**src/hw/rtl/epd_pkg.sv**
```systemverilog
`timescale 1ns / 1ps
`default_nettype none

package epd_pkg;

  // Field widths
  localparam int unsigned SampleW  = 16;
  localparam int unsigned StartW   = 24;
  localparam int unsigned StepW    = 16;
  localparam int unsigned DistW    = 16;
  localparam int unsigned IndexW   = 11;
  localparam int unsigned PeakNumW = 10;
  localparam int unsigned CfgIdxW  = 3;
  localparam int unsigned CfgDataW = 24;

  // Frame limits
  localparam int unsigned MaxSamples = 2048;
  localparam int unsigned MaxPeaks   = 1024;
  localparam int unsigned SeenW      = $clog2(MaxPeaks + 1);

  // Distance arithmetic: um = start + idx * step stays below 2^28
  localparam int unsigned UmW       = 28;
  localparam int unsigned UmPerMm   = 1000;
  localparam int unsigned RecipSh   = 28;
  localparam int unsigned RecipW    = 19;
  // floor(2^28 / 1000): quotient estimate is exact or one low for um < 2^28
  localparam logic [RecipW-1:0] Recip = RecipW'(268435);
  localparam int unsigned QuotW     = 18;
  localparam int unsigned RemW      = 11;

  // Register indexes
  localparam logic [CfgIdxW-1:0] RegStartUm   = 3'd0;
  localparam logic [CfgIdxW-1:0] RegStepUm    = 3'd1;
  localparam logic [CfgIdxW-1:0] RegOffsetMm  = 3'd2;
  localparam logic [CfgIdxW-1:0] RegAmpThresh = 3'd3;
  localparam logic [CfgIdxW-1:0] RegRangeLim  = 3'd4;

  typedef struct packed {
    logic [StartW-1:0]  start_um;
    logic [StepW-1:0]   step_um;
    logic [DistW-1:0]   offset_mm;
    logic [SampleW-1:0] amplitude_threshold;
    logic [DistW-1:0]   range_limit_mm;
  } cfg_t;

  typedef struct packed {
    logic [SampleW-1:0]  amplitude;
    logic [IndexW-1:0]   sample_index;
    logic [PeakNumW-1:0] peak_number;
  } peak_t;

  typedef struct packed {
    logic [DistW-1:0]    distance_mm;
    logic [SampleW-1:0]  amplitude;
    logic [IndexW-1:0]   sample_index;
    logic [PeakNumW-1:0] peak_number;
    logic                passes_filter;
  } result_t;

endpackage

`default_nettype wire

```
**src/hw/rtl/epd_detect.sv**
```systemverilog
`timescale 1ns / 1ps
`default_nettype none

module epd_detect (
  input  wire logic                       clk_i,
  input  wire logic                       rst_ni,
  input  wire logic                       s_valid_i,
  output logic                            s_ready_o,
  input  wire logic [epd_pkg::SampleW-1:0] sample_i,
  input  wire logic                       last_i,
  output logic                            pk_valid_o,
  input  wire logic                       pk_ready_i,
  output epd_pkg::peak_t                  pk_o
);
  import epd_pkg::*;

  logic [SampleW-1:0] before_q, before_d;
  logic [SampleW-1:0] held_q, held_d;
  logic [SampleW-1:0] plat_q, plat_d;
  logic [IndexW-1:0]  pos_q, pos_d;
  logic [SeenW-1:0]   seen_q, seen_d;
  logic               overrun_q, overrun_d;
  logic               pk_v_q, pk_v_d;
  peak_t              pk_q, pk_d;

  logic accept;
  logic is_peak;
  logic emit;

  assign s_ready_o  = !pk_v_q || pk_ready_i;
  assign accept     = s_valid_i && s_ready_o;
  assign pk_valid_o = pk_v_q;
  assign pk_o       = pk_q;

  assign is_peak = (held_q > sample_i) && ((held_q > before_q) || (held_q == plat_q));
  assign emit    = accept && !overrun_q && (pos_q[IndexW-1:1] != '0) && is_peak &&
                   (seen_q < SeenW'(MaxPeaks));

  always_comb begin
    before_d  = before_q;
    held_d    = held_q;
    plat_d    = plat_q;
    pos_d     = pos_q;
    seen_d    = seen_q;
    overrun_d = overrun_q;
    pk_v_d    = pk_v_q && !pk_ready_i;
    pk_d      = pk_q;

    if (emit) begin
      pk_v_d           = 1'b1;
      pk_d.amplitude    = held_q;
      pk_d.sample_index = pos_q - IndexW'(1);
      pk_d.peak_number  = seen_q[PeakNumW-1:0];
      seen_d           = seen_q + SeenW'(1);
    end

    if (accept && !overrun_q) begin
      // plateau tracking for the held sample, after its own peak test
      if (pos_q[IndexW-1:1] != '0) begin
        if (held_q > plat_q && held_q > before_q) begin
          plat_d = held_q;
        end else if (held_q < before_q) begin
          plat_d = '0;
        end
      end
      before_d = held_q;
      held_d   = sample_i;
      if (pos_q == IndexW'(MaxSamples - 1)) begin
        overrun_d = 1'b1;
      end else begin
        pos_d = pos_q + IndexW'(1);
      end
    end

    // end of frame wipes the whole frame state
    if (accept && last_i) begin
      before_d  = '0;
      held_d    = '0;
      plat_d    = '0;
      pos_d     = '0;
      seen_d    = '0;
      overrun_d = 1'b0;
    end
  end

  always_ff @(posedge clk_i or negedge rst_ni) begin
    if (!rst_ni) begin
      before_q  <= '0;
      held_q    <= '0;
      plat_q    <= '0;
      pos_q     <= '0;
      seen_q    <= '0;
      overrun_q <= 1'b0;
      pk_v_q    <= 1'b0;
    end else begin
      before_q  <= before_d;
      held_q    <= held_d;
      plat_q    <= plat_d;
      pos_q     <= pos_d;
      seen_q    <= seen_d;
      overrun_q <= overrun_d;
      pk_v_q    <= pk_v_d;
    end
  end

  always_ff @(posedge clk_i) begin
    pk_q <= pk_d;
  end

endmodule

`default_nettype wire

```
**src/hw/rtl/epd_distance.sv**
```systemverilog
`timescale 1ns / 1ps
`default_nettype none

module epd_distance (
  input  wire logic       clk_i,
  input  wire logic       rst_ni,
  input  wire epd_pkg::cfg_t cfg_i,
  input  wire logic       pk_valid_i,
  output logic            pk_ready_o,
  input  wire epd_pkg::peak_t pk_i,
  output logic            m_valid_o,
  input  wire logic       m_ready_i,
  output epd_pkg::result_t res_o
);
  import epd_pkg::*;

  localparam int unsigned MulW  = IndexW + StepW;
  localparam int unsigned ProdW = UmW + RecipW;

  // stage a: micrometres
  logic               a_v_q;
  peak_t              a_pk_q;
  logic [UmW-1:0]     a_um_q, a_um_d;
  logic [MulW-1:0]    a_mul;
  // stage b: quotient estimate
  logic               b_v_q;
  peak_t              b_pk_q;
  logic [UmW-1:0]     b_um_q;
  logic [QuotW-1:0]   b_q0_q, b_q0_d;
  logic [ProdW-1:0]   b_prod;
  // stage c: corrected millimetres
  logic               c_v_q;
  peak_t              c_pk_q;
  logic [QuotW-1:0]   c_mm_q, c_mm_d;
  logic [UmW-1:0]     c_back;
  logic [RemW-1:0]    c_rem;
  // output stage
  logic               o_v_q;
  result_t            o_res_q, o_res_d;
  logic [QuotW-1:0]   o_diff;

  logic a_rdy, b_rdy, c_rdy, o_rdy;

  assign o_rdy      = !o_v_q || m_ready_i;
  assign c_rdy      = !c_v_q || o_rdy;
  assign b_rdy      = !b_v_q || c_rdy;
  assign a_rdy      = !a_v_q || b_rdy;
  assign pk_ready_o = a_rdy;
  assign m_valid_o  = o_v_q;
  assign res_o      = o_res_q;

  assign a_mul  = pk_i.sample_index * cfg_i.step_um;
  assign a_um_d = UmW'(a_mul) + UmW'(cfg_i.start_um);

  assign b_prod = ProdW'(a_um_q) * ProdW'(Recip);
  assign b_q0_d = b_prod[RecipSh +: QuotW];

  assign c_back = UmW'(b_q0_q) * UmW'(UmPerMm);
  assign c_rem  = RemW'(b_um_q - c_back);
  assign c_mm_d = b_q0_q + QuotW'(c_rem >= RemW'(UmPerMm));

  assign o_diff = c_mm_q - QuotW'(cfg_i.offset_mm);

  always_comb begin
    o_res_d              = o_res_q;
    o_res_d.amplitude    = c_pk_q.amplitude;
    o_res_d.sample_index = c_pk_q.sample_index;
    o_res_d.peak_number  = c_pk_q.peak_number;
    if (c_mm_q <= QuotW'(cfg_i.offset_mm)) begin
      o_res_d.distance_mm = '0;
    end else if (o_diff[QuotW-1:DistW] != '0) begin
      o_res_d.distance_mm = '1;
    end else begin
      o_res_d.distance_mm = o_diff[DistW-1:0];
    end
    o_res_d.passes_filter = (c_pk_q.amplitude > cfg_i.amplitude_threshold) &&
                            (o_res_d.distance_mm < cfg_i.range_limit_mm);
  end

  always_ff @(posedge clk_i or negedge rst_ni) begin
    if (!rst_ni) begin
      a_v_q <= 1'b0;
      b_v_q <= 1'b0;
      c_v_q <= 1'b0;
      o_v_q <= 1'b0;
    end else begin
      if (a_rdy) a_v_q <= pk_valid_i;
      if (b_rdy) b_v_q <= a_v_q;
      if (c_rdy) c_v_q <= b_v_q;
      if (o_rdy) o_v_q <= c_v_q;
    end
  end

  always_ff @(posedge clk_i) begin
    if (a_rdy) begin
      a_pk_q <= pk_i;
      a_um_q <= a_um_d;
    end
    if (b_rdy) begin
      b_pk_q <= a_pk_q;
      b_um_q <= a_um_q;
      b_q0_q <= b_q0_d;
    end
    if (c_rdy) begin
      c_pk_q <= b_pk_q;
      c_mm_q <= c_mm_d;
    end
    if (o_rdy) begin
      o_res_q <= o_res_d;
    end
  end

endmodule

`default_nettype wire

```
**src/hw/rtl/envelope_peak_detector_unit.sv**
```systemverilog
`timescale 1ns / 1ps
`default_nettype none

// Envelope peak detector. Envelope samples stream in on the slave side, one
// transaction per sample, tlast on the final sample of a frame. An interior
// sample that is above both neighbors, or sits on the current plateau level
// and is above the next sample, is reported on the master side with its
// distance in mm, amplitude, index, running peak number and a filter flag.
// A sample is taken every cycle unless an unread peak holds the peak register;
// the peak for sample i is decided when sample i+1 arrives and then passes
// five register stages (peak register, multiply, reciprocal divide by 1000,
// correction, output register). The stages stall independently, so samples
// keep flowing while a result waits as long as a free stage remains.
// Configuration is written through a plain write port; the user must write
// it only while no frame is in flight (not enforced). The first and the last
// sample of a frame are never peaks; frames longer than 2048 samples ignore
// the excess until tlast, and at most 1024 peaks are reported per frame.

module envelope_peak_detector_unit (
  input  wire logic                         clk_i,
  input  wire logic                         rst_ni,
  // configuration write port
  input  wire logic                         cfg_we_i,
  input  wire logic [epd_pkg::CfgIdxW-1:0]  cfg_idx_i,
  input  wire logic [epd_pkg::CfgDataW-1:0] cfg_data_i,
  // sample stream
  input  wire logic                         s_axis_tvalid,
  output logic                              s_axis_tready,
  input  wire logic [15:0]                  s_axis_tdata,  // [15:0] sample
  input  wire logic                         s_axis_tlast,  // last sample of frame
  // peak stream
  output logic                              m_axis_tvalid,
  input  wire logic                         m_axis_tready,
  // [15:0] distance_mm, [31:16] amplitude, [42:32] sample_index,
  // [52:43] peak_number, [55:53] zero
  output logic [55:0]                       m_axis_tdata,
  output logic                              m_axis_tuser   // [0] passes_filter
);
  import epd_pkg::*;

  cfg_t    cfg_q;
  peak_t   pk;
  logic    pk_valid;
  logic    pk_ready;
  result_t res;

  // Configuration registers; unknown indexes are dropped
  always_ff @(posedge clk_i or negedge rst_ni) begin
    if (!rst_ni) begin
      cfg_q.start_um            <= '0;
      cfg_q.step_um             <= StepW'(500);
      cfg_q.offset_mm           <= '0;
      cfg_q.amplitude_threshold <= '0;
      cfg_q.range_limit_mm      <= '1;
    end else if (cfg_we_i) begin
      unique case (cfg_idx_i)
        RegStartUm:   cfg_q.start_um            <= cfg_data_i[StartW-1:0];
        RegStepUm:    cfg_q.step_um             <= cfg_data_i[StepW-1:0];
        RegOffsetMm:  cfg_q.offset_mm           <= cfg_data_i[DistW-1:0];
        RegAmpThresh: cfg_q.amplitude_threshold <= cfg_data_i[SampleW-1:0];
        RegRangeLim:  cfg_q.range_limit_mm      <= cfg_data_i[DistW-1:0];
        default: ;
      endcase
    end
  end

  // Frame tracking and peak decision
  epd_detect u_detect (
    .clk_i      (clk_i),
    .rst_ni     (rst_ni),
    .s_valid_i  (s_axis_tvalid),
    .s_ready_o  (s_axis_tready),
    .sample_i   (s_axis_tdata),
    .last_i     (s_axis_tlast),
    .pk_valid_o (pk_valid),
    .pk_ready_i (pk_ready),
    .pk_o       (pk)
  );

  // Distance conversion, filter flag and output register
  epd_distance u_distance (
    .clk_i      (clk_i),
    .rst_ni     (rst_ni),
    .cfg_i      (cfg_q),
    .pk_valid_i (pk_valid),
    .pk_ready_o (pk_ready),
    .pk_i       (pk),
    .m_valid_o  (m_axis_tvalid),
    .m_ready_i  (m_axis_tready),
    .res_o      (res)
  );

  assign m_axis_tdata = {3'b000, res.peak_number, res.sample_index,
                         res.amplitude, res.distance_mm};
  assign m_axis_tuser = res.passes_filter;

endmodule

`default_nettype wire

```
**config.mk**
```make
export PLATFORM = sky130hd
export DESIGN_NAME = envelope_peak_detector_unit
export DESIGN_NICKNAME = d
export VERILOG_FILES = /design/src/hw/rtl/epd_pkg.sv /design/src/hw/rtl/epd_detect.sv /design/src/hw/rtl/epd_distance.sv /design/src/hw/rtl/envelope_peak_detector_unit.sv
export SDC_FILE = /design/constraint.sdc
export NUM_CORES = 1
export LEC_CHECK = 0
export BUFFER_PORTS_ARGS = -buffer_cell sky130_fd_sc_hd__clkbuf_2
export CORE_UTILIZATION = 51
export CTS_CLUSTER_SIZE = 24
export DETAILED_ROUTE_END_ITERATION = 10
export PLACE_DENSITY = 0.8
export SYNTH_ARGS = -nofsm -noshare
export SYNTH_HDL_FRONTEND = slang
export SYNTH_SLANG_ARGS = --single-unit
export TNS_END_PERCENT = 1
```
**constraint.sdc**
```tcl
create_clock -name clk_i -period 18.03 [get_ports clk_i]
set_clock_uncertainty 0.15 [all_clocks]
set_input_delay 2.7045 -clock clk_i [delete_from_list [all_inputs] [get_ports clk_i]]
set_output_delay 2.7045 -clock clk_i [all_outputs]
set_load 0.005 [all_outputs]
```
; Word level (Yosys, flattened, before mapping)
; Cells that the tools add are included.
[totals]
reg_bits = 441
elab_cells = 122
in_bits = 49
out_inout_bits = 59
[classes]
order_cmp = 9
n_mul = 3
mux = 20
n_reduce_logical = 39
eq_ne = 7
addsub = 7
[op_table]
columns = op, count
row1 = $mux W16, 11
row2 = $gt A16 B16 Y1, 4
row3 = $mux W11, 5
row4 = $mul A28 B19 Y46 const B, 1
row5 = $lt A16 B16 Y1, 2
row6 = $add A27 B24 Y28, 1
row7 = $mul A11 B16 Y27, 1
row8 = $add A11 B1 Y11 const B, 2
row9 = $add A18 B1 Y18, 1
row10 = $le A18 B16 Y1, 1
row11 = $mul A18 B7 Y8 const B, 1
row12 = $sub A18 B16 Y18, 1
row13 = $eq A16 B16 Y1, 1
row14 = $reduce_and A2 Y1, 7
row15 = $eq A11 B11 Y1 const B, 1
row16 = $ge A11 B10 Y1 const B, 1
row17 = $lt A11 B11 Y1 const B, 1
row18 = $sub A11 B1 Y11 const B, 1
row19 = $sub A11 B11 Y11, 1
row20 = $logic_and A1 B1 Y1, 10
row21 = $reduce_bool A10 Y1, 1
row22 = $reduce_bool A2 Y1, 5
row23 = $logic_not A1 Y1, 7
row24 = $eq A3 B2 Y1 const B, 2
row25 = other kinds (8), 16

; Depth between registers and ports, before layout
[depth]
word_depth = 13
ltp_mapped = 23
depth_no_buf = 22

; Modules after synthesis
; Synthesis repeated with hierarchy kept, for this count alone.
[unflattened]
hier_cells = 2808
area_unflattened_um2 = 31884.3
[modules_own_cells]
columns = module, seq_area_each_um2, n_inst, cells_per_inst, area_per_inst_um2
row1 = epd_distance, 7216.9, 1, 2074, 22751.8
row2 = epd_detect, 2912.8, 1, 540, 5700.5
row3 = envelope_peak_detector_unit, 2229.6, 1, 194, 3432.0

; Worst setup path before layout
; No wires, ideal clock.
[synth_path]
path_kind = register to register
startpoint = reg cfg_q[50] in the netlist's numbering
endpoint = reg u_distance.a_um_q[27], data pin
synth_period_minus_slack_ns = 6.270
path_slack_ns = 11.760
required_time_ns = 17.623
stages_incl_launch_ff = 22
arrival_ns = 5.862
cell_sequence = dfstp_2 > clkbuf_1 > nand2_1 > fa_1 > fa_1 > inv_1 > fa_1 > fa_1 > inv_1 > fa_1 > inv_1 > ha_1 > nand4_1 > a211oi_1 > or2_1 > or4_4 > a31oi_4 > a21oi_2 > nor4_4 > o31ai_1 > o41a_1 > xor2_1
[synth_between]
elab_chain_len = 2
[synth_rtl]
columns = item, line_no
row1 = from (decl), envelope_peak_detector_unit.sv:41  ; cfg_t cfg_q;
row2 = $mul A11 B16 Y27, epd_distance.sv:52  ; assign a_mul = pk_i.sample_index * cfg_i.step_um;
row3 = $add A27 B24 Y28, epd_distance.sv:53  ; assign a_um_d = UmW'(a_mul) + UmW'(cfg_i.start_um);
row4 = net u_distance.a_um_d[27], epd_distance.sv:23  ; logic [UmW-1:0] a_um_q, a_um_d;
row5 = to (signal assigned), epd_distance.sv:97  ; a_um_q <= a_um_d;
row6 = to (decl), epd_distance.sv:23
; The timed path passes the listed nets, and every way through them passes these cells.
; A chain may end at the register's enable or synchronous reset.

; Worst setup path after layout
[layout_path]
startpoint = reg u_detect.pk_q (netlist bit u_detect.pk_o[20])
endpoint = reg u_distance.a_um_q[27], data pin
[layout_between]
elab_chain_len = 2
[layout_rtl]
columns = item, line_no
row1 = from (decl), epd_detect.sv:24  ; peak_t pk_q, pk_d;
row2 = from (signal assigned), epd_detect.sv:107  ; pk_q <= pk_d;
row3 = $mul A11 B16 Y27, epd_distance.sv:52
row4 = $add A27 B24 Y28, epd_distance.sv:53
row5 = net u_distance.a_um_d[27], epd_distance.sv:23
; The timed path passes the listed nets, and every way through them passes these cells.

==> results.tsv <==
metric	value	unit
ant_nets	0	
cts_resized	0	
cts_root_buffer	clkbuf_16	
nFillCells	4917	
ios	108	
dpl_cell_area	32980	um2
clk_latency	580	ps
finalMaxSlewViolations	0	
die_area	62890	um2
worstHoldStart	u_detect.pk_o[35]	
slew_headroom	0.3164	
die_x	250.8	um
final_core_util	0.5678	
dp.cells	3723	
crit_chain	nand2_1, fa_1, fa_1, inv_1, fa_1, fa_1, inv_1, fa_1, inv_1, ha_1, nand4_1, a211oi_1, or2_1, or4_4, a31oi_4, a21oi_2, nor4_4, o31ai_1, o41a_1, xor2_1	
drt-total-wl	68040	um
cts_sinks	438	
portBuffers	104	
worst-r2r-cell-count	20	
status	finished clean	
fin_cells	3804	
synthArstFlopShare	0.3744	
path_common_cell	fa_1	
grt_max_degree	90	
cts_tree	built	
ys.flop_type	edfxtp_1	
syn_inst	2885	
setup_viol	0	
cp_num_buf_inv	3	
rsz0062_at_grt	no	
numCtsBuffers	43	
setup.worst_path.class	reg2reg	
grt_pass1_vias	21310	
hold_violations	0	
post-route-min-period	6676	ps
cp-start-kind	flip-flop	
period_share	0.3702	
synth-seq-cells	438	
cp.required	18200	ps
gp_congestion	0.9056	
post_drt_wl_per_cell	17.89	um
postSynthAreaPerCell	10.94	um2
nNetsFinal	3675	
r2r_slack	11350	ps
critPathCaptureType	flip-flop	
reg2reg_from	u_detect.pk_o[20]	
fin_setup_tns	0	ps
worstReg2RegEnd	u_distance.a_um_q[27]	
regArea	12360	um2
synth_area	31560	um2
critPathMaxStageDelay	700	ps
hold_path.class	reg2reg	
core	60700	um2
worst_pin_slew	1025	ps
multi_input_area	16670	um2
via_count	20690	
globalRoute.totalOverflow	0	
cpMaxStageDelayCell	edfxtp_1	
drtIter0Drc	1434	
hold_end	u_distance.a_pk_q[35]	
fmax	149.8	MHz
synth.distinct_cells	71	
gr-usage-all-layers	0.2255	
htreeDepth	2	
cts.path.max_buffers	3	
routed_via_density	5.440	
whs_path_depth	0	
post-cts-setup-buffers	0	
initial_core_util	0.5200	
antenna_found_initial	2	
yosysWarningCount	0	
dp_hpwl	51770	um
maxCapViolCount	0	
drive_gt1_frac	0.09202	
critPathTopFamily	adder cells	
cts_hold_buf	0	
drt_pre_antenna_iters	5	
area_growth	9.181	%
synth_edf_count	274	
rows	90	
die_h	250.8	um
crit_arrival	6850	ps
clkTransAtPathRegs	70	ps
grt_first_pass_wirelength	111400	um
synth_seq_area_share	0.3916	
drcViolationCount	0	
design_area	34460	um2
crit_fanout	17	
metal layers:
metal | track usage | part of all wire | up-vias
met5 | 0 | 0 | -
met2 | 0.3758 | 0.49 | 660
met3 | 0.03282 | 0.061 | 92
met1 | 0.3087 | 0.43 | 10330
li1 | - | - | 9610
met4 | 0.06135 | 0.026 | 0
worst max-delay path by stage:
stage	startpoint	depth (start not counted)	endpoint	slack (ps)
global placement	u_detect.pk_o[14]	20	u_distance.a_um_q[27]	11520
CTS	u_detect.pk_o[20]	20	u_distance.a_um_q[27]	11370
finish	u_detect.pk_o[20]	20	u_distance.a_um_q[27]	11350
global route	u_detect.pk_o[20]	20	u_distance.a_um_q[27]	11090
detailed placement	u_detect.pk_o[14]	20	u_distance.a_um_q[27]	11410
floorplan	cfg_q[50]	21	u_distance.a_um_q[27]	11760
state kept, by name (all words and copies together) (netlist names):
register,flops
cfg_q,88
u_detect.before_q,16
u_detect.held_q,16
u_detect.overrun_q,1
u_detect.pk_o,37
u_detect.pk_valid_o,1
u_detect.plat_q,16
u_detect.pos_q,11
u_detect.seen_q,11
u_distance.a_pk_q,37
u_distance.a_um_q,28
u_distance.a_v_q,1
u_distance.b_pk_q,37
u_distance.b_q0_q,18
u_distance.b_um_q,8
u_distance.b_v_q,1
u_distance.c_mm_q,18
u_distance.c_pk_q,37
u_distance.c_v_q,1
u_distance.m_valid_o,1
u_distance.res_o,54
synth_stat cells (all sizes together) (8+ instances only):
cell      n  area [um2]
inv     619        2323
nand4    29       181.4
a21oi   118       594.3
o21a     16       120.1
dfrtp   142        3553
dfstp    22       578.1
o21ai    98       494.2
and2     53       331.6
or3      10       62.56
nor4      8       80.08
nand2   305        1145
mux2i    18       180.2
nor2b    17       106.4
xnor2    61       534.3
edfxtp  274        8228
a21o     46       345.3
and3     14       87.58
ha      371        4642
fa      269        5385
nand2b   28       175.2
nor2     74       277.8
nand3    35       180.2
clkbuf   57       214.0
buf       9       52.55
mux2     42       473.0
a22o     15       131.4
xor2     36       315.3
nor3     19       95.09
worst register-to-register path: cells and delay by family (launching register included):
family,cells,cell delay [ps]
xor+xnor,1,150
flops,1,700
buf+inv,3,150
compound gates,5,900
fa+ha+maj,6,3050
simple gates,5,1320
cells in the final DEF, fill, tap and decap left out, types with 6 or more instances in the layout:
cell type,count
nor4_1,6
inv_6,7
clkbuf_16,43
mux2i_1,18
a21oi_1,117
clkinvlp_4,6
nand2b_1,27
o31ai_1,6
and3_1,14
bufinv_16,6
and2_1,53
clkbuf_2,103
nand2_1,304
ha_1,371
o21ai_0,95
dfrtp_1,142
buf_4,16
clkinv_2,6
nor2b_1,17
nor2_1,74
a22o_1,15
dfstp_2,22
inv_1,618
xor2_1,36
fa_1,269
nand3_1,34
nor3_1,18
xnor2_1,61
mux2_2,42
edfxtp_1,274
a21o_1,46
or3_1,10
o21a_1,16
nand4_1,29
final cells by class:
class	instances	area share
multi-input cells	1764	0.4837
flip-flops and latches	438	0.3586
inverters	619	0.06742
clock buffers	51	0.03297
well taps	782	0.02839
repair buffers	120	0.01877
clock inverters	29	0.01006
diodes	1	0.00007261
cell families (layout without fill, tap and decap cells):
| kind of cell | Yosys count | count (layout) | share of synthesized area |
|---|---|---|---|
| buf+inv | 685 | 819 | 0.08206 |
| fa+ha+maj | 640 | 640 | 0.3177 |
| simple gates | 616 | 616 | 0.09252 |
| flops | 438 | 438 | 0.3916 |
| compound gates | 348 | 348 | 0.06846 |
| xor+xnor | 97 | 97 | 0.02692 |
| mux | 60 | 60 | 0.02069 |
| other cells | 1 | 4 | 0.0001188 |
metrics by stage:
step           worst slack [ps]  hold slack, ps
4_1_cts                   11370           268.0
3_3_place_gp              11520           250.4
6_report                  11350           262.6
2_1_floorplan             11760           250.3
3_5_place_dp              11410           254.5
5_1_grt                   11090           269.6
Power is not shown: default switching activity piles up to over one toggle a cycle in this logic, so the estimate is an artifact.
